**src/sv/jd2cd_pkg.sv**
```systemverilog
package jd2cd_pkg;

  // width of the day count
  localparam int DAY_BITS = 32;
  // tdata widths, padded to whole bytes
  localparam int IN_DATA_BITS  = ((DAY_BITS + 7) / 8) * 8;
  localparam int OUT_FIELD_BITS = 5 + 4 + 24 + 1;
  localparam int OUT_DATA_BITS = ((OUT_FIELD_BITS + 7) / 8) * 8;

  // quotient bits of day / 146097 (146097 > 2**17)
  localparam int GQ_BITS  = DAY_BITS - 17;
  localparam int CNT_BITS = $clog2(GQ_BITS);
  // astronomical year, two's complement, wide enough to test saturation
  localparam int YR_BITS  = (DAY_BITS - 6 > 26) ? DAY_BITS - 6 : 26;
  localparam int PC_BITS  = 5;

  localparam logic [DAY_BITS-1:0] GREG_START     = DAY_BITS'(2299239);
  localparam logic [DAY_BITS-1:0] JUL_LAST       = DAY_BITS'(2299160);
  // day count of 1 jan 1201 (gregorian), start of an aligned 400 year cycle
  localparam logic [DAY_BITS-1:0] GREG_BASE_DAYS = DAY_BITS'(2159717);
  // julian counting starts three years early so leap years close each group
  localparam logic [DAY_BITS-1:0] JUL_SHIFT      = DAY_BITS'(1095);
  localparam logic [DAY_BITS-1:0] JUL_SHIFT_GAP  = DAY_BITS'(1105);
  localparam logic [YR_BITS-1:0]  GREG_BASE_YEAR = YR_BITS'(1201);
  localparam logic [YR_BITS-1:0]  JUL_BASE_YEAR  = YR_BITS'(0) - YR_BITS'(4715);
  localparam logic [YR_BITS-1:0]  YEAR_MAX       = YR_BITS'(24'hFFFFFF);

  typedef enum logic [2:0] {
    OP_ORIGIN,
    OP_SETCNT,
    OP_DIVBIT,
    OP_SUB1,
    OP_MONTH,
    OP_DONE
  } op_t;

  typedef enum logic [2:0] {
    KSEL_GCYC,
    KSEL_JCENT,
    KSEL_GROUP,
    KSEL_CENT,
    KSEL_YEAR
  } ksel_t;

  typedef enum logic [1:0] {
    COND_NEXT,
    COND_JUMP,
    COND_GREG
  } cond_t;

  typedef struct packed {
    op_t                 op;
    ksel_t               sel;
    logic [CNT_BITS-1:0] imm;
    cond_t               cond;
    logic [PC_BITS-1:0]  target;
  } uword_t;

  typedef struct packed {
    logic                load;
    logic                run;
    op_t                 op;
    ksel_t               sel;
    logic [CNT_BITS-1:0] imm;
  } dp_ctrl_t;

  typedef struct packed {
    logic greg;
    logic cnt_zero;
    logic month_take;
  } dp_stat_t;

  typedef struct packed {
    logic        before_common_era;
    logic [23:0] year_number;
    logic [3:0]  month_number;
    logic [4:0]  day_of_month;
  } date_t;

  localparam logic [PC_BITS-1:0] PC_GREG  = PC_BITS'(8);
  localparam logic [PC_BITS-1:0] PC_MONTH = PC_BITS'(18);

  function automatic logic [DAY_BITS-1:0] span_days(ksel_t sel);
    case (sel)
      KSEL_GCYC:  return DAY_BITS'(146097);
      KSEL_JCENT: return DAY_BITS'(36525);
      KSEL_GROUP: return DAY_BITS'(1461);
      KSEL_CENT:  return DAY_BITS'(36524);
      KSEL_YEAR:  return DAY_BITS'(365);
      default:    return DAY_BITS'(365);
    endcase
  endfunction

  function automatic logic [YR_BITS-1:0] span_years(ksel_t sel);
    case (sel)
      KSEL_GCYC:  return YR_BITS'(400);
      KSEL_JCENT: return YR_BITS'(100);
      KSEL_GROUP: return YR_BITS'(4);
      KSEL_CENT:  return YR_BITS'(100);
      KSEL_YEAR:  return YR_BITS'(1);
      default:    return YR_BITS'(1);
    endcase
  endfunction

  function automatic logic [4:0] month_days(logic [3:0] m, logic leap);
    case (m)
      4'd1, 4'd3, 4'd5, 4'd7, 4'd8, 4'd10, 4'd12: return 5'd31;
      4'd4, 4'd6, 4'd9, 4'd11:                    return 5'd30;
      4'd2:    return leap ? 5'd29 : 5'd28;
      default: return 5'd31;
    endcase
  endfunction

  function automatic uword_t uw(op_t op, ksel_t sel, int imm, cond_t cond,
                                logic [PC_BITS-1:0] target);
    uword_t w;
    w.op     = op;
    w.sel    = sel;
    w.imm    = CNT_BITS'(imm);
    w.cond   = cond;
    w.target = target;
    return w;
  endfunction

  // control program
  function automatic uword_t ucode_rom(logic [PC_BITS-1:0] pc);
    case (pc)
      // common entry: pick calendar, set origin
      5'd0:  return uw(OP_ORIGIN, KSEL_YEAR,  0, COND_GREG, PC_GREG);
      // julian: centuries, four year groups, years
      5'd1:  return uw(OP_SETCNT, KSEL_JCENT, 5, COND_NEXT, '0);
      5'd2:  return uw(OP_DIVBIT, KSEL_JCENT, 0, COND_NEXT, '0);
      5'd3:  return uw(OP_SETCNT, KSEL_GROUP, 4, COND_NEXT, '0);
      5'd4:  return uw(OP_DIVBIT, KSEL_GROUP, 0, COND_NEXT, '0);
      5'd5:  return uw(OP_SUB1,   KSEL_YEAR,  0, COND_NEXT, '0);
      5'd6:  return uw(OP_SUB1,   KSEL_YEAR,  0, COND_NEXT, '0);
      5'd7:  return uw(OP_SUB1,   KSEL_YEAR,  0, COND_JUMP, PC_MONTH);
      // gregorian: 400 year cycles, centuries, groups, years
      5'd8:  return uw(OP_SETCNT, KSEL_GCYC, GQ_BITS - 1, COND_NEXT, '0);
      5'd9:  return uw(OP_DIVBIT, KSEL_GCYC,  0, COND_NEXT, '0);
      5'd10: return uw(OP_SUB1,   KSEL_CENT,  0, COND_NEXT, '0);
      5'd11: return uw(OP_SUB1,   KSEL_CENT,  0, COND_NEXT, '0);
      5'd12: return uw(OP_SUB1,   KSEL_CENT,  0, COND_NEXT, '0);
      5'd13: return uw(OP_SETCNT, KSEL_GROUP, 4, COND_NEXT, '0);
      5'd14: return uw(OP_DIVBIT, KSEL_GROUP, 0, COND_NEXT, '0);
      5'd15: return uw(OP_SUB1,   KSEL_YEAR,  0, COND_NEXT, '0);
      5'd16: return uw(OP_SUB1,   KSEL_YEAR,  0, COND_NEXT, '0);
      5'd17: return uw(OP_SUB1,   KSEL_YEAR,  0, COND_NEXT, '0);
      // months, then result
      5'd18: return uw(OP_MONTH,  KSEL_YEAR,  0, COND_NEXT, '0);
      default: return uw(OP_DONE, KSEL_YEAR,  0, COND_NEXT, '0);
    endcase
  endfunction

endpackage

```
**src/sv/jd2cd_dpath.sv**
```systemverilog
module jd2cd_dpath (
  input  logic                             clk,
  input  jd2cd_pkg::dp_ctrl_t              ctrl,
  input  logic [jd2cd_pkg::DAY_BITS-1:0]   day_in,
  output jd2cd_pkg::dp_stat_t              stat,
  output jd2cd_pkg::date_t                 date
);
  import jd2cd_pkg::*;

  logic [DAY_BITS-1:0] raw;
  logic [DAY_BITS-1:0] rem, rem_next;
  logic [YR_BITS-1:0]  year, year_next;
  logic [CNT_BITS-1:0] cnt, cnt_next;
  logic [1:0]          cent, cent_next;
  logic [4:0]          grp, grp_next;
  logic [1:0]          yr, yr_next;
  logic [3:0]          month, month_next;

  logic                greg;
  logic                leap;
  logic [DAY_BITS-1:0] span_sh;
  logic [YR_BITS-1:0]  yinc_sh;
  logic                fits;
  logic [4:0]          mlen;
  logic                month_take;
  logic                year_le0;
  logic [YR_BITS-1:0]  year_mag;

  assign greg = (raw >= GREG_START);
  // year closes a four year group; gregorian centuries leap only every 400
  assign leap = (yr == 2'd3) && !(greg && grp == 5'd24 && cent != 2'd3);

  assign span_sh = span_days(ctrl.sel) << cnt;
  assign yinc_sh = span_years(ctrl.sel) << cnt;
  assign fits    = (rem >= ((ctrl.op == OP_DIVBIT) ? span_sh : span_days(ctrl.sel)));

  assign mlen       = month_days(month, leap);
  assign month_take = (month != 4'd12) && (rem >= DAY_BITS'(mlen));

  always_comb begin
    rem_next   = rem;
    year_next  = year;
    cnt_next   = cnt;
    cent_next  = cent;
    grp_next   = grp;
    yr_next    = yr;
    month_next = month;
    if (ctrl.run) begin
      case (ctrl.op)
        OP_ORIGIN: begin
          if (greg) begin
            rem_next  = raw - GREG_BASE_DAYS;
            year_next = GREG_BASE_YEAR;
          end else begin
            rem_next  = raw + ((raw > JUL_LAST) ? JUL_SHIFT_GAP : JUL_SHIFT);
            year_next = JUL_BASE_YEAR;
          end
          cent_next  = '0;
          grp_next   = '0;
          yr_next    = '0;
          month_next = 4'd1;
        end
        OP_SETCNT: cnt_next = ctrl.imm;
        OP_DIVBIT: begin
          if (fits) begin
            rem_next  = rem - span_sh;
            year_next = year + yinc_sh;
            if (ctrl.sel == KSEL_GROUP) begin
              grp_next[cnt[2:0]] = 1'b1;
            end
          end
          if (cnt != '0) begin
            cnt_next = cnt - CNT_BITS'(1);
          end
        end
        OP_SUB1: begin
          if (fits) begin
            rem_next  = rem - span_days(ctrl.sel);
            year_next = year + span_years(ctrl.sel);
            if (ctrl.sel == KSEL_CENT) begin
              cent_next = cent + 2'd1;
            end else begin
              yr_next = yr + 2'd1;
            end
          end
        end
        OP_MONTH: begin
          if (month_take) begin
            rem_next   = rem - DAY_BITS'(mlen);
            month_next = month + 4'd1;
          end
        end
        default: ;
      endcase
    end
  end

  always_ff @(posedge clk) begin
    if (ctrl.load) begin
      raw <= day_in;
    end
    rem   <= rem_next;
    year  <= year_next;
    cnt   <= cnt_next;
    cent  <= cent_next;
    grp   <= grp_next;
    yr    <= yr_next;
    month <= month_next;
  end

  assign stat.greg       = greg;
  assign stat.cnt_zero   = (cnt == '0);
  assign stat.month_take = month_take;

  // astronomical year 0 is 1 bc
  assign year_le0 = year[YR_BITS-1] || (year == '0);
  assign year_mag = year_le0 ? (YR_BITS'(1) - year) : year;

  always_comb begin
    if (greg && !year[YR_BITS-1] && year > YEAR_MAX) begin
      date.day_of_month      = 5'd31;
      date.month_number      = 4'd12;
      date.year_number       = 24'hFFFFFF;
      date.before_common_era = 1'b0;
    end else begin
      date.day_of_month      = rem[4:0] + 5'd1;
      date.month_number      = month;
      date.year_number       = year_mag[23:0];
      date.before_common_era = year_le0;
    end
  end

endmodule

```
**src/sv/julian_day_to_calendar_date.sv**
```systemverilog
// julian day number to calendar date
//
// input channel s_*: one transaction carries a day count since 1 january
// 4713 bc (day 0). output channel m_*: one transaction per input, carrying
// day of month, month, year magnitude and a bc flag.
//
// one item is converted at a time by a small control program in a rom that
// steers a shared subtract-and-count datapath: 400 year cycles and julian
// centuries are peeled off one quotient bit per cycle, then centuries,
// four year groups, single years and months. gregorian dates take the
// longest, their quotient of 400 year cycles being the widest. the next
// item is taken in the cycle after the result is written at the earliest;
// a new item is never taken before the last one is through.
// s_tready is high whenever no conversion runs, so a new item is taken
// while a finished result still waits in the output register; if the
// receiver stalls, the sequencer holds at its last step until the output
// register frees up. the era flag travels in tdata with the date.
// reset (rst, synchronous) drops m_tvalid, clears busy and returns the
// sequencer to its entry step; no calendar state survives between items.
module julian_day_to_calendar_date (
  input  logic                                  clk,
  input  logic                                  rst,
  input  logic                                  s_tvalid,
  output logic                                  s_tready,
  // [31:0] day_number
  input  logic [jd2cd_pkg::IN_DATA_BITS-1:0]    s_tdata,
  output logic                                  m_tvalid,
  input  logic                                  m_tready,
  // [4:0] day_of_month, [8:5] month_number, [32:9] year_number,
  // [33] before_common_era, upper bits zero
  output logic [jd2cd_pkg::OUT_DATA_BITS-1:0]   m_tdata
);
  import jd2cd_pkg::*;

  logic               busy, busy_next;
  logic [PC_BITS-1:0] pc, pc_next;
  logic               out_valid, out_valid_next;
  date_t              out_date;

  uword_t   word;
  dp_ctrl_t ctrl;
  dp_stat_t stat;
  date_t    date;
  logic     in_xfer;
  logic     out_free;
  logic     finish;

  assign in_xfer  = s_tvalid && s_tready;
  assign out_free = !out_valid || m_tready;
  assign word     = ucode_rom(pc);
  // last step retires only once the output register can take the result
  assign finish   = busy && (word.op == OP_DONE) && out_free;

  assign ctrl.load = in_xfer;
  assign ctrl.run  = busy;
  assign ctrl.op   = word.op;
  assign ctrl.sel  = word.sel;
  assign ctrl.imm  = word.imm;

  jd2cd_dpath u_dpath (
    .clk    (clk),
    .ctrl   (ctrl),
    .day_in (s_tdata[DAY_BITS-1:0]),
    .stat   (stat),
    .date   (date)
  );

  // sequencer: loops stay on their step, conditional jumps from the word
  always_comb begin
    pc_next        = pc;
    busy_next      = busy;
    out_valid_next = out_valid && !m_tready;
    if (!busy) begin
      if (in_xfer) begin
        busy_next = 1'b1;
        pc_next   = '0;
      end
    end else begin
      case (word.op)
        OP_DIVBIT: begin
          if (stat.cnt_zero) begin
            pc_next = pc + PC_BITS'(1);
          end
        end
        OP_MONTH: begin
          if (!stat.month_take) begin
            pc_next = pc + PC_BITS'(1);
          end
        end
        OP_DONE: begin
          if (finish) begin
            busy_next      = 1'b0;
            pc_next        = '0;
            out_valid_next = 1'b1;
          end
        end
        default: begin
          case (word.cond)
            COND_JUMP: pc_next = word.target;
            COND_GREG: pc_next = stat.greg ? word.target : pc + PC_BITS'(1);
            default:   pc_next = pc + PC_BITS'(1);
          endcase
        end
      endcase
    end
  end

  always_ff @(posedge clk) begin
    if (rst) begin
      busy      <= 1'b0;
      pc        <= '0;
      out_valid <= 1'b0;
    end else begin
      busy      <= busy_next;
      pc        <= pc_next;
      out_valid <= out_valid_next;
    end
  end

  always_ff @(posedge clk) begin
    if (finish) begin
      out_date <= date;
    end
  end

  assign s_tready = !busy;
  assign m_tvalid = out_valid;
  assign m_tdata  = {{(OUT_DATA_BITS - OUT_FIELD_BITS){1'b0}}, out_date};

endmodule

```
**config.mk**
```make
export PLATFORM = sky130hd
export DESIGN_NAME = julian_day_to_calendar_date
export DESIGN_NICKNAME = d
export VERILOG_FILES = /design/src/sv/jd2cd_pkg.sv /design/src/sv/jd2cd_dpath.sv /design/src/sv/julian_day_to_calendar_date.sv
export SDC_FILE = /design/constraint.sdc
export NUM_CORES = 1
export LEC_CHECK = 0
export BUFFER_PORTS_ARGS = -buffer_cell sky130_fd_sc_hd__buf_2
export CORE_UTILIZATION = 40
export CTS_CLUSTER_SIZE = 40
export DETAILED_ROUTE_END_ITERATION = 16
export PLACE_DENSITY = 0.56
export SKIP_LAST_GASP = 1
export SLEW_MARGIN = 20
export SYNTH_ARGS = -nofsm -noshare
export SYNTH_HDL_FRONTEND = slang
export SYNTH_SLANG_ARGS = --single-unit
```
**constraint.sdc**
```tcl
create_clock -name clk -period 7.4 [get_ports clk]
set_clock_uncertainty 0.15 [all_clocks]
set_input_delay 1.48 -clock clk [delete_from_list [all_inputs] [get_ports clk]]
set_output_delay 1.48 -clock clk [all_outputs]
set_load 0.05 [all_outputs]
```
======== After elaboration in Yosys (flattened, before gate mapping) ========
Memory sizes are Yosys's and may differ from the RTL's. A register that Yosys moved wholly into a read port is not among the register bits.
Index checks and enable logic that the tools add are counted.
word-level totals
  register bits ........................... 148
  memory bits (read-only) ................. 480
  input bits .............................. 36
  output and inout bits ................... 42
  logic and storage cells ................. 163
  memories kept ........................... 1
cells by class
  add/subtract/negate cells ............... 14
  magnitude comparators ................... 7
  eq/ne operators ......................... 29
  shift-type cells ........................ 2
  muxes and demuxes ....................... 54
  bitwise gates (word level) .............. 1
  reductions and logical operators ........ 40
memories
  memory           depth  width  read ports  clocked after Yosys merged registers in  wr ports  line              text
  (no name shown)  32     15     1           1                                        0         jd2cd_pkg.sv:127  case (pc)
operators by type and width
  cell                    count
  $mux 32                 8
  $mux 26                 6
  $pmux 32 s4             1
  $pmux 26 s3             1
  $pmux 18 s4             1
  $sub 32x32->32          2
  $mux 5                  11
  $add 26x26->26          2
  $add 32x32->32          1
  $ge 32x22->1 const B    1
  $ge 32x32->1            1
  $ge 32x5->1             1
  $gt 32x22->1 const B    1
  $shl 18x4->32           1
  $sub 32x22->32 const B  1
  $sub 32x5->32           1
  $pmux 5 s2              3
  $pmux 9 s3              1
  $gt 26x24->1 const B    1
  $logic_not 26->1        1
  $shl 9x4->26            1
  $mux 24                 1
  $sub 1x24->24 const A   1
  $reduce_and 4->1        5
  39 further kinds        93

======== Longest topological paths before layout ========
Gate-level depths: netlist (run 1).
  word-level depth ........................ 14
  depth in mapped cells ................... 23

======== Hierarchy ========
A second synthesis (run 1) with hierarchy kept.
unflattened totals
  cell total of the unflattened synthesis .. 1,711
  area total of the unflattened synthesis .. 14,554.0 µm²
by module, submodules not included
  module                       times used  cells an instance  area an instance (µm²)
  jd2cd_dpath                  1           1,532              12,244.2
  julian_day_to_calendar_date  1           179                2,309.7

======== Worst setup path after synthesis (run 1) ========
No wires, ideal clock.
  path kind ............................... flip-flop to flip-flop
  from .................................... reg u_dpath.raw[11]
  to ...................................... reg u_dpath.rem[0] (enable)
  library setup time ...................... 428 ps
  arrival time ............................ 5,250 ps
  required time ........................... 6,822 ps
  setup slack ............................. 1,572 ps
  stages on the path, launching flop included .. 16
  period minus slack after synthesis ...... 5,828 ps
  cell sequence ........................... edfxtp_1 -> nor4bb_1 -> nand4_1 -> o221ai_1 -> inv_1 -> buf_2 -> o41ai_1 -> a21oi_1 -> ha_1 -> fa_1 -> a21bo_2 -> a2111oi_4 -> nand4_1 -> a21oi_1 -> nor4_1 -> o21bai_1
on the way
  word-level cells in the longest chain between the ends .. 11
ends and longest elaborated chain
  element                            line                text
  start: declaration                 jd2cd_dpath.sv:10   logic [DAY_BITS-1:0] raw;
  start signal: assignment           jd2cd_dpath.sv:100  raw <= day_in;
  $ge 32x22->1                       jd2cd_dpath.sv:29   assign greg = (raw >= GREG_START);
  $logic_and 1x1->1 (2 in a row)     jd2cd_dpath.sv:31   assign leap = (yr == 2'd3) && !(greg && grp == 5'd24 && cent != 2'd3);
  $logic_not 1->1                    jd2cd_dpath.sv:31
  $logic_and 1x1->1                  jd2cd_dpath.sv:31
  $mux 1                             jd2cd_pkg.sv:109    4'd2: return leap ? 5'd29 : 5'd28;
  $pmux 5 s2                         jd2cd_pkg.sv:106    case (m)
  $ge 32x5->1                        jd2cd_dpath.sv:38   assign month_take = (month != 4'd12) && (rem >= DAY_BITS'(mlen));
  $logic_and 1x1->1                  jd2cd_dpath.sv:38
  $ne 2x1->1 (no source line)        --
  $reduce_and 5->1 (no source line)  --
  end signal: assignment             jd2cd_dpath.sv:102  rem <= rem_next;
  end: declaration                   jd2cd_dpath.sv:11   logic [DAY_BITS-1:0] rem, rem_next;
Every way passes these cells.
A chain may end at the register's enable or synchronous reset.

======== Worst setup path in the final report (run 1) ========
  from .................................... reg, netlist name ctrl[8]
  to ...................................... reg u_dpath.year[24], data pin
on the way
  word-level cells in the longest chain between the ends .. 2
  elaborated cells on any way between the ends .. 4
ends and longest elaborated chain
  element                                               line                text
  $eq 3x2->1 / $logic_not 3->1 (equally long branches)  jd2cd_dpath.sv:49   case (ctrl.op)
  $pmux 26 s3 *                                         jd2cd_dpath.sv:49
  end signal: assignment                                jd2cd_dpath.sv:103  year <= year_next;
  end: declaration                                      jd2cd_dpath.sv:12   logic [YR_BITS-1:0] year, year_next;
Every way passes the cells marked *; elsewhere a longest branch is shown, timed or not.

==> impl_metrics.sql, run 1 <==
INSERT INTO impl_metrics (metric_group, metric, value, unit) VALUES
('critical_path', 'critical_path_required', '7.46', 'ns'),
('drt', 'drt_iter0_drc', '977', ''),
('grt', 'gr-usage-met2', '40.68', '%'),
('critical_path', 'worstReg2RegStart', 'ctrl[8]', ''),
('die', 'core_area', '35570', 'sq um'),
('timing', 'final_report_hold_violation_count', '0', ''),
('die', 'start_util', '40.75', '%'),
('synthesis', 'synth_top_flop_cell', 'sky130_fd_sc_hd__edfxtp_1', ''),
('power', 'pwr_density_cell', '170.7', 'nW/um^2'),
('place', 'gpl.final_weighted_congestion', '0.9278', ''),
('place', 'placed_cell_area', '15280', 'sq um'),
('die', 'floorplan.die_area', '37000', 'sq um'),
('place', 'port_buffers', '71', ''),
('final_layout', 'area_growth', '9.772', '%'),
('critical_path', 'rrSetupSlack', '1.68', 'ns'),
('worst_hold_path', 'hold_start', 'ctrl[3]', ''),
('final_layout', 'final_cell_area', '15910', 'sq um'),
('critical_path', 'worst_path_max_delay_cell', 'sky130_fd_sc_hd__dfxtp_1', ''),
('critical_path', 'critical_path.startpoint', 'ctrl[8]', ''),
('status', 'outcome', 'completed', ''),
('clock_tree', 'cts-root-buf', 'sky130_fd_sc_hd__clkbuf_16', ''),
('critical_path', 'path_max_fanout', '17', ''),
('critical_path', 'startpoint_type_of_the_worst_setup_path', 'register', ''),
('critical_path', 'worst_path_largest_cell_delay', '0.67', 'ns'),
('clock_tree', 'clock_insertion_delay_worst_skew', '0.46', 'ns'),
('drt', 'post-route-drc-count', '0', ''),
('grt', 'global_route.usage.total', '24.07', '%'),
('clock_tree', 'cts_repair_resize_count', '0', ''),
('grt', 'busiest_layer', 'met2', ''),
('timing', 'setup_repair_after_global_routing_missed_its_margin', 'false', ''),
('final_layout', 'fin_nets', '1917', ''),
('clock_tree', 'cts_setup_buffers', '0', ''),
('critical_path', 'worstSetupEndpointType', 'register', ''),
('grt', 'grt_first_pass_wirelength', '68100', 'microns'),
('clock_tree', 'cts_tree', 'built', ''),
('synthesis', 'synthesis.instances', '1720', ''),
('synthesis', 'postSynthRegisterBits', '159', ''),
('die', 'chipWidth', '192.4', 'microns'),
('power', 'vdd_ir_drop_max', '0.0001792', 'V'),
('die', 'num_rows', '69', ''),
('timing', 'timing.max_slew.rel_slack', '32.25', '%'),
('grt', 'vias_in_the_first_global_route', '12240', ''),
('drt', 'detail_route.wl_per_cell', '19.65', 'microns'),
('critical_path', 'crit_chain', 'nor2b_2 > and2_1 > nor2_1 > nand3_1 > o21ai_0 > ha_1 > nor2b_1 > o31a_1 > o221a_2 > o31a_1 > o41ai_2 > nor3_1 > o221a_2 > o311ai_1 > nand3_1 > a31o_2', ''),
('timing', 'max_clock_freq', '174.7', 'MHz'),
('critical_path', 'cp_data_arrival_time', '5.78', 'ns'),
('timing', 'timing.final.setup_violations', '0', ''),
('clock_tree', 'cts_made_buffers', '17', ''),
('synthesis', 'synth_top_area_share', '29.21', '%'),
('synthesis', 'synth_edf_count', '141', ''),
('critical_path', 'worstPathBufferInverterCount', '0', ''),
('grt', 'antenna_found_initial', '0', ''),
('synthesis', 'synthTopCellsByArea', 'sky130_fd_sc_hd__edfxtp_1 29%, sky130_fd_sc_hd__ha_1 11%, sky130_fd_sc_hd__nand2_1 4.9%, sky130_fd_sc_hd__o21ai_0 4.6%, sky130_fd_sc_hd__a21oi_1 4.5%', ''),
('timing', 'fin_tns_setup', '0', 'ns'),
('drt', 'route.detailed.vias_per_inst', '5.860', ''),
('grt', 'use_met3', '3.455', '%'),
('drt', 'antenna_violating_nets_post_route', '0', ''),
('clock_tree', 'cts_num_sinks', '159', ''),
('clock_tree', 'clk_transition_reported_paths', '0.07', 'ns'),
('worst_hold_path', 'min-delay-path-class', 'reg -> reg', ''),
('drt', 'first_pass_iters', '6', ''),
('synthesis', 'synth_top_cell_by_area', 'sky130_fd_sc_hd__edfxtp_1', ''),
('synthesis', 'syn-mean-instance-area', '8.427', 'sq um'),
('die', 'io_pins', '78', ''),
('timing', 'share_of_the_cycle_needed_by_the_critical_path_after_routing', '77.35', '%'),
('critical_path', 'path_delay_family', 'compound AO/OA/AOI/OAI gates', ''),
('synthesis', 'cell_area_after_synthesis', '14490', 'sq um'),
('place', 'dp_hpwl', '33470', 'microns'),
('grt', 'maximum_number_of_pins_on_one_net_before_global_route_repair', '50', ''),
('final_layout', 'antenna-diode-count', '0', ''),
('grt', 'grt_util_met1', '30.64', '%');
## path summary, 6_finish.rpt
| kind | end | depth (start not counted) |
|---|---|---|
| setup reg to reg | u_dpath.year[24] | 16 |
| hold reg to reg | u_dpath.cnt[3] | 2 |
| hold / removal | u_dpath.cnt[3] | 2 |
| setup / recovery | u_dpath.year[24] | 16 |
## Yosys cell counts, types with 12 or more instances
cell type	instances
sky130_fd_sc_hd__a211oi_1	22
sky130_fd_sc_hd__a21o_1	41
sky130_fd_sc_hd__a21oi_1	130
sky130_fd_sc_hd__a22oi_1	16
sky130_fd_sc_hd__a31oi_1	24
sky130_fd_sc_hd__and2_1	17
sky130_fd_sc_hd__and3_1	17
sky130_fd_sc_hd__clkbuf_1	72
sky130_fd_sc_hd__dfxtp_1	18
sky130_fd_sc_hd__edfxtp_1	141
sky130_fd_sc_hd__ha_1	131
sky130_fd_sc_hd__inv_1	47
sky130_fd_sc_hd__nand2_1	190
sky130_fd_sc_hd__nand2b_1	30
sky130_fd_sc_hd__nand3_1	54
sky130_fd_sc_hd__nand4_1	15
sky130_fd_sc_hd__nor2_1	166
sky130_fd_sc_hd__nor2b_1	24
sky130_fd_sc_hd__nor3_1	44
sky130_fd_sc_hd__nor4_1	17
sky130_fd_sc_hd__o21a_1	21
sky130_fd_sc_hd__o21ai_0	133
sky130_fd_sc_hd__o221ai_1	12
sky130_fd_sc_hd__o31ai_1	17
sky130_fd_sc_hd__or2_2	14
sky130_fd_sc_hd__xnor2_1	68
sky130_fd_sc_hd__xor2_1	53
## tightest hold or removal path, stage by stage, from the launching register on
cell and delay [ns]:
sky130_fd_sc_hd__dfxtp_1 0.31, sky130_fd_sc_hd__nand2_1 0.05, sky130_fd_sc_hd__o21ai_0 0.06
## cell type report
cell class | instances | area [sq um]
clock inverter | 15 | 207.7
timing repair buffer | 92 | 513.0
fill | 3523 | 19660
clock buffer | 17 | 425.4
multi-input combinational | 1426 | 9405
tap | 461 | 576.8
inverter | 50 | 187.7
sequential | 159 | 4594
## per-stage QoR
step | util [%] | hold slack, ns | cells | setup WS (ns) | power, uW
floorplan | - | 0.3299 | 1725 | 1.572 | 1583
CTS | 44.73 | 0.3810 | 2220 | 1.728 | 2734
finish | 44.73 | 0.3814 | 2220 | 1.676 | 2716
detailed placement | 42.95 | 0.3606 | 2188 | 1.770 | 1754
global placement | 42.95 | 0.3458 | 2188 | 1.886 | 1750
global route | 44.73 | 0.3952 | 2220 | 1.274 | 2848
## cells in the final DEF, fill, tap and decap left out, drive strengths merged, types with 44 or more instances in the layout
cell type	synthesis	final
a21oi	130	130
ha	131	131
xor2	53	53
o21ai	133	133
nor2	166	166
nand2	190	190
inv	47	53
nor3	44	44
nand3	54	54
xnor2	68	68
buf	18	92
edfxtp	141	141
## report_power, final
part           internal [uW]  total [uW]  switching [uW]
sequential              1030        1100            68.6
combinational            261         641             380
clock                    570         974             404
total                   1860        2720             852
## state kept, by name, indices dropped and copies added, names as in the netlist
name,flops
busy,1
m_tvalid,1
u_dpath.year,26
word,2
ctrl,9
u_dpath.rem,32
u_dpath.cnt,4
u_dpath.month,4
m_tdata,34
u_dpath.cent,2
u_dpath.yr,2
u_dpath.raw,32
pc,5
u_dpath.grp,5
## cell families after synthesis
group / synth area share, %
compound gates: 23.27
xor+xnor: 7.312
fa+ha+maj: 11.86
buf+inv: 3.919
flops: 31.70
mux: 1.088
other cells: 0.02587
simple gates: 20.83
## metal layers
| layer | vias up | wire [microns] |
|---|---|---|
| met3 | 67 | 1956 |
| met4 | 0 | 1363 |
| met5 | - | 0 |
| met2 | 346 | 20690 |
| met1 | 6184 | 19620 |
| li1 | 6412 | - |
Note: power is estimated with default switching activity, not from simulation.
==> run 2: changes to the inputs <==
- PLACE_DENSITY: 0.56 -> 0.58
- clock period: 7.4 -> 5.2 ns (I/O delays scaled with it)
==> impl_metrics.sql, run 2 (synthesized netlist as in run 1, its figures left out) <==
INSERT INTO impl_metrics (metric_group, metric, value, unit) VALUES
('timing', 'max_clock_freq', '199.8', 'MHz'),
('die', 'num_rows', '69', ''),
('timing', 'final.min_clock_period', '5.006', 'ns'),
('drt', 'vias', '13290', ''),
('final_layout', 'fraction_of_layout_instances_using_a_drive_strength_above_1', '12.28', '%'),
('power', 'leakagePower', '0.006305', 'uW'),
('timing', 'setup_repair_after_global_routing_missed_its_margin', 'true', ''),
('clock_tree', 'clock_insertion_delay_worst_skew', '0.45', 'ns'),
('final_layout', 'layout.cells.most_common_list', '190 x sky130_fd_sc_hd__nand2_1, 164 x sky130_fd_sc_hd__nor2_1, 141 x sky130_fd_sc_hd__edfxtp_1', ''),
('grt', 'vias_in_the_first_global_route', '12380', ''),
('critical_path', 'cp_data_arrival_time', '5.21', 'ns'),
('clock_tree', 'cts-root-to-sink-buffers', '2', ''),
('die', 'chipWidth', '192.4', 'microns'),
('grt', 'antenna_found_initial', '0', ''),
('clock_tree', 'clk_transition_reported_paths', '0.06', 'ns'),
('drt', 'first_pass_iters', '5', ''),
('grt', 'grt_first_pass_wirelength', '68680', 'microns'),
('timing', 'timing.final.setup_violations', '0', ''),
('clock_tree', 'clock_tree.htree_level_count', '4', ''),
('drt', 'antenna_violating_nets_post_route', '0', ''),
('drt', 'drt_iter0_drc', '974', ''),
('clock_tree', 'cts_made_buffers', '17', ''),
('final_layout', 'mostFrequentLayoutCell', 'sky130_fd_sc_hd__nand2_1', ''),
('grt', 'grt.overflow.total', '0', ''),
('timing', 'fin_tns_setup', '0', 'ns'),
('die', 'core_area', '35570', 'sq um'),
('power', 'total_power', '3784', 'uW'),
('place', 'gpl.final_weighted_congestion', '0.9236', ''),
('timing', 'share_of_the_cycle_needed_by_the_critical_path_after_routing', '96.27', '%'),
('power', 'vdd_ir_drop_max', '0.0002650', 'V'),
('critical_path', 'timing.setup.critical_path_class', 'reg -> reg', ''),
('drt', 'finalWirelength', '43980', 'microns'),
('worst_hold_path', 'min-delay-path-class', 'reg -> reg', ''),
('timing', 'worst-slew-pin-transition', '1.015', 'ns'),
('clock_tree', 'cts_num_sinks', '159', ''),
('critical_path', 'path_max_fanout', '8', ''),
('timing', 'timing.max_slew.rel_slack', '32.31', '%'),
('final_layout', 'largest_register_ff_count', '34', ''),
('die', 'io_pins', '78', ''),
('place', 'port_buffers', '71', ''),
('die', 'start_util', '40.75', '%'),
('die', 'floorplan.die_area', '37000', 'sq um'),
('clock_tree', 'holdBufCountCts', '0', ''),
('timing', 'final_report_hold_violation_count', '0', ''),
('final_layout', 'fin_nets', '1958', ''),
('final_layout', 'area_growth', '12.31', '%'),
('critical_path', 'startpoint_type_of_the_worst_setup_path', 'register', ''),
('die', 'die_h', '192.4', 'microns'),
('power', 'pwr_density_cell', '232.4', 'nW/um^2'),
('status', 'outcome', 'completed', ''),
('final_layout', 'antenna-diode-count', '0', ''),
('critical_path', 'critical_path_required', '5.41', 'ns'),
('grt', 'global_route.usage.total', '24.08', '%'),
('clock_tree', 'cts-root-buf', 'sky130_fd_sc_hd__clkbuf_16', ''),
('place', 'dp_hpwl', '34290', 'microns'),
('clock_tree', 'cts_tree', 'built', ''),
('critical_path', 'worstSetupEndpointType', 'register', ''),
('drt', 'detail_route.wl_per_cell', '19.46', 'microns'),
('drt', 'route.detailed.vias_per_inst', '5.881', ''),
('timing', 'maxSlewViolCount', '0', ''),
('grt', 'maximum_number_of_pins_on_one_net_before_global_route_repair', '45', ''),
('flow_run', 'max-cap-violations', '0', ''),
('drt', 'post-route-drc-count', '0', '');
==> run 2: changes by cell type in the layout (fill, tap and decap cells not counted), sizes merged <==
| cell | change |
|---|---|
| buf | +41 |
| inv | -4 |
| clkinv | +3 |
| clkbuf | +2 |
| bufinv | -1 |
| clkinvlp | -1 |
==> run 2: path summary, 6_finish.rpt <==
path / from / end / slack (ns) / depth (start not counted)
min: ctrl[0] / u_dpath.cnt[0] / 0.36 / 2
min reg2reg: ctrl[0] / u_dpath.cnt[0] / 0.36 / 2
max: u_dpath.raw[11] / ctrl[7] / 0.19 / 17
max reg2reg: u_dpath.raw[11] / ctrl[7] / 0.19 / 17
==> run 2: per-stage QoR <==
stage	hold WS [ns]	util [%]	cells	instance area [sq um]	setup slack, ns
2_1_floorplan	0.3299	-	1725	14530	0.05930
3_3_place_gp	0.3343	43.75	2224	15560	0.1681
6_report	0.3587	45.76	2260	16280	0.1940
3_5_place_dp	0.3434	43.75	2224	15560	0.03475
4_1_cts	0.3590	45.37	2255	16140	0.01085
5_1_grt	0.3970	45.76	2260	16280	-0.04538
==> run 2: final cells by class <==
type | instances | area [sq um]
Multi-Input combinational cell | 1426 | 9473
Clock inverter | 12 | 143.9
Clock buffer | 19 | 432.9
Fill cell | 3509 | 19290
Sequential cell | 159 | 4598
Inverter | 50 | 187.7
Timing Repair Buffer | 133 | 865.8
Tap cell | 461 | 576.8
==> run 2: repair_timing <==
| action | CTS | global route |
|---|---|---|
| buffers inserted | 0 | 4 |
| endpoints found under the setup margin | 0 | 19 |
| resized for setup | 0 | 18 |
==> run 2: critical path, stage by stage (launching register included) <==
cell,delay [ns]
sky130_fd_sc_hd__edfxtp_1,0.46
sky130_fd_sc_hd__nor4bb_4,0.34
sky130_fd_sc_hd__nand4_1,0.17
sky130_fd_sc_hd__o221ai_2,0.19
sky130_fd_sc_hd__inv_1,0.12
sky130_fd_sc_hd__o41ai_1,0.33
sky130_fd_sc_hd__a21oi_1,0.13
sky130_fd_sc_hd__ha_1,0.34
sky130_fd_sc_hd__a21bo_2,0.23
sky130_fd_sc_hd__a2111oi_4,0.33
sky130_fd_sc_hd__nand4_1,0.31
sky130_fd_sc_hd__a21o_4,0.36
sky130_fd_sc_hd__buf_4,0.15
sky130_fd_sc_hd__or3_4,0.37
sky130_fd_sc_hd__a31o_4,0.27
sky130_fd_sc_hd__or2_1,0.35
sky130_fd_sc_hd__nand4b_1,0.24
sky130_fd_sc_hd__o221ai_1,0.09
==> run 2: power breakdown <==
group          leakage [uW]  switching, uW  internal, uW
Clock              0.000276            531           747
Combinational       0.00457            551           392
Sequential          0.00146           91.6          1470
Total               0.00630           1170          2610
==> run 2: per-layer routing <==
metal  up-vias  track usage, %  part of all wire (%)
met3        46           3.710                   4.7
li1       6481               -                     -
met1      6389           32.36                    46
met2       375           39.49                    47
met4         0           7.480                   2.2
met5         -               0                     0
==> run 3: changes to the inputs <==
- ABC_AREA: default -> 1
- SYNTH_HIERARCHICAL: default -> 1
==> impl_metrics.sql, run 3 <==
INSERT INTO impl_metrics (metric_group, metric, value, unit) VALUES
('grt', 'maximum_number_of_pins_on_one_net_before_global_route_repair', '40', ''),
('final_layout', 'final.fill_count', '4367', ''),
('final_layout', 'mostFrequentLayoutCell', 'sky130_fd_sc_hd__nand2_1', ''),
('grt', 'vias_in_the_first_global_route', '16230', ''),
('timing', 'final_report_hold_violation_count', '0', ''),
('timing', 'setup_repair_after_global_routing_missed_its_margin', 'false', ''),
('final_layout', 'regArea', '4594', 'sq um'),
('critical_path', 'startpoint_type_of_the_worst_setup_path', 'register', ''),
('synthesis', 'netlist-cell-type-count', '55', ''),
('synthesis', 'synthTopCellsByArea', 'sky130_fd_sc_hd__edfxtp_1 25%, sky130_fd_sc_hd__nand2_1 17%, sky130_fd_sc_hd__ha_1 10%, sky130_fd_sc_hd__nand3_1 8.5%, sky130_fd_sc_hd__inv_1 7.8%', ''),
('critical_path', 'rrSetupSlack', '0.52', 'ns'),
('drt', 'route.detailed.vias_per_inst', '5.374', ''),
('drt', 'detail_route.wl_per_cell', '17.56', 'microns'),
('synthesis', 'cell_area_after_synthesis', '16860', 'sq um'),
('timing', 'final.min_clock_period', '4.684', 'ns'),
('synthesis', 'sequential_share_of_the_synthesized_area', '27.25', '%'),
('critical_path', 'critical-path-top-cell-by-count', 'sky130_fd_sc_hd__nand2_1', ''),
('timing', 'share_of_the_cycle_needed_by_the_critical_path_after_routing', '90.08', '%'),
('synthesis', 'synthesis.instances', '2622', ''),
('die', 'chipWidth', '207.3', 'microns'),
('clock_tree', 'clock_tree.htree_level_count', '4', ''),
('timing', 'timing.max_slew.rel_slack', '40.75', '%'),
('worst_hold_path', 'min-delay-path-class', 'reg -> reg', ''),
('critical_path', 'worstSetupEndpointType', 'register', ''),
('critical_path', 'crit-reg2reg-capture', 'ctrl[5]', ''),
('synthesis', 'yosys.cell_count.top_type', 'sky130_fd_sc_hd__nand2_1', ''),
('die', 'floorplan.die_area', '42980', 'sq um'),
('worst_hold_path', 'hold_path_depth', '2', ''),
('worst_hold_path', 'min_delay_worst_endpoint', 'u_dpath/cnt[0]', ''),
('final_layout', 'fraction_of_layout_instances_using_a_drive_strength_above_1', '7.985', '%'),
('drt', 'first_pass_iters', '7', ''),
('clock_tree', 'cts-root-to-sink-buffers', '2', ''),
('grt', 'global_route.usage.total', '26.54', '%'),
('synthesis', 'syn-mean-instance-area', '6.431', 'sq um'),
('timing', 'max_clock_freq', '213.5', 'MHz'),
('drt', 'post-route-drc-count', '0', ''),
('timing', 'timing.final.setup_violations', '0', ''),
('synthesis', 'synth_top_area_share', '25.11', '%'),
('critical_path', 'worst_path_max_delay_cell', 'sky130_fd_sc_hd__edfxtp_1', ''),
('die', 'die_h', '207.3', 'microns'),
('worst_hold_path', 'hold_start', 'ctrl[0]', ''),
('die', 'core_area', '41200', 'sq um'),
('synthesis', 'synth.yosys.warnings', '6', ''),
('critical_path', 'path_max_fanout', '10', ''),
('final_layout', 'final_cell_area', '18490', 'sq um'),
('grt', 'grt_first_pass_wirelength', '89000', 'microns'),
('power', 'leakagePower', '0.008707', 'uW'),
('critical_path', 'timing.setup.critical_path_class', 'reg -> reg', ''),
('critical_path', 'worst_path_largest_cell_delay', '0.44', 'ns'),
('grt', 'antenna_found_initial', '0', ''),
('clock_tree', 'cts_num_sinks', '159', ''),
('clock_tree', 'clk_transition_reported_paths', '0.07', 'ns'),
('final_layout', 'antenna-diode-count', '0', ''),
('critical_path', 'cp_data_arrival_time', '4.92', 'ns'),
('die', 'num_rows', '74', ''),
('synthesis', 'synth_edf_count', '141', ''),
('grt', 'grt.overflow.total', '0', ''),
('die', 'start_util', '40.92', '%'),
('timing', 'maxSlewViolCount', '0', ''),
('clock_tree', 'clock_insertion_delay_worst_skew', '0.49', 'ns'),
('synthesis', 'synth_async_sr_flop_share', '0', '%'),
('synthesis', 'synth_top_flop_cell', 'sky130_fd_sc_hd__edfxtp_1', ''),
('final_layout', 'layout.cells.most_common_list', '756 x sky130_fd_sc_hd__nand2_1, 348 x sky130_fd_sc_hd__inv_1, 285 x sky130_fd_sc_hd__nand3_1', ''),
('critical_path', 'worstRegToRegCells', '31', ''),
('final_layout', 'largest_register_ff_count', '34', ''),
('synthesis', 'ys_top_cells_by_count', '756 x sky130_fd_sc_hd__nand2_1, 349 x sky130_fd_sc_hd__inv_1, 285 x sky130_fd_sc_hd__nand3_1', ''),
('status', 'outcome', 'completed', ''),
('critical_path', 'worstReg2RegStart', 'u_dpath/raw[14]', ''),
('drt', 'vias', '17400', ''),
('place', 'gpl.final_weighted_congestion', '0.9795', ''),
('timing', 'worst-slew-pin-transition', '0.8867', 'ns'),
('place', 'placed_cell_area', '17820', 'sq um'),
('synthesis', 'postSynthRegisterBits', '159', ''),
('drt', 'finalWirelength', '56860', 'microns'),
('clock_tree', 'cts-root-buf', 'sky130_fd_sc_hd__clkbuf_16', ''),
('synthesis', 'synth_top_cell_by_area', 'sky130_fd_sc_hd__edfxtp_1', ''),
('final_layout', 'area_growth', '9.661', '%'),
('power', 'vdd_ir_drop_max', '0.0003014', 'V'),
('drt', 'antenna_violating_nets_post_route', '0', ''),
('place', 'port_buffers', '71', ''),
('critical_path', 'critical_path_required', '5.43', 'ns'),
('flow_run', 'max-cap-violations', '0', ''),
('timing', 'hold_ws', '0.4007', 'ns'),
('die', 'io_pins', '78', ''),
('clock_tree', 'cts_made_buffers', '17', ''),
('drt', 'drt_iter0_drc', '1350', ''),
('final_layout', 'fin_nets', '2869', ''),
('final_layout', 'multiInputGateArea', '10640', 'sq um'),
('clock_tree', 'cts_tree', 'built', ''),
('place', 'dp_hpwl', '46420', 'microns'),
('timing', 'fin_tns_setup', '0', 'ns'),
('power', 'pwr_density_cell', '389.1', 'nW/um^2');
==> run 3: changes by cell type after synthesis, sizes merged, moves of 37 or more <==
| cell | previous run | this run |
|---|---|---|
| xnor2 | 68 | 8 |
| nand2 | 190 | 779 |
| a21o | 41 | 4 |
| nor2 | 166 | 287 |
| xor2 | 53 | 14 |
| clkbuf | 72 | 23 |
| nand3 | 54 | 291 |
| inv | 47 | 359 |
==> run 3: per-stage QoR <==
stage          std cells  setup slack [ns]  utilization [%]  power (uW)
2_1_floorplan       2627            0.3315                -        4649
3_3_place_gp        3200            0.4478            43.26        5765
3_5_place_dp        3200            0.2916            43.26        5802
4_1_cts             3232            0.2715            44.72        7184
5_1_grt             3237          0.008165            44.88        7791
6_report            3237            0.5159            44.88        7194
==> run 3: power by group <==
part	switching, uW	internal (uW)
Sequential	265	1650
Clock	627	725
Combinational	2670	1250
==> run 3: how the worst max path moves through the flow <==
stage,start,slack [ns],to
after floorplan,u_dpath/raw[14],0.33,u_dpath/rem[0]
after global placement,u_dpath/raw[31],0.45,ctrl[2]
after detailed placement,u_dpath/raw[30],0.29,ctrl[2]
after CTS,u_dpath/raw[30],0.27,ctrl[2]
after global routing,u_dpath/raw[14],0.008,ctrl[7]
final,u_dpath/raw[14],0.52,ctrl[5]
==> run 3: area by class of cell <==
cell class                 instances  share of cell area (%)
multi-input combinational       2050                   57.56
sequential                       159                   24.85
inverter                         362                   7.362
tap                              532                   3.600
timing repair buffer             102                   3.383
clock buffer                      18                   2.321
clock inverter                    14                  0.9271
==> run 3: cell families after synthesis <==
group	Yosys count	synth area share, %
AO/OA/AOI/OAI	391	12.63
XOR/XNOR	22	1.143
adder cells (fa/ha/maj)	141	10.64
buffers and inverters	418	9.951
flip-flops	159	27.25
multiplexers	1	0.05937
other	1	0.02224
AND/OR/NAND/NOR	1489	38.31
==> run 3: routing by layer <==
metal / share of wire (%) / vias up / track usage (%)
met5: 0 / - / 0
met3: 5.4 / 64 / 4.236
met2: 47 / 509 / 45.23
li1: - / 8841 / -
met1: 45 / 7983 / 34.23
met4: 2.6 / 0 / 8.363
==> run 3: repair_timing <==
| action | in CTS | in global routing |
|---|---|---|
| gates resized for setup | 0 | 4 |
| setup endpoints to repair | 0 | 9 |
| hold buffers | 0 | 0 |
| setup buffers | 0 | 4 |
==> run 3: critical path, delay by kind of cell, from the launching register on <==
| family | cells | cell delay, ns |
|---|---|---|
| fa+ha+maj | 3 | 0.81 |
| buf+inv | 5 | 0.55 |
| flops | 1 | 0.44 |
| compound gates | 3 | 0.36 |
| simple gates | 20 | 2.26 |
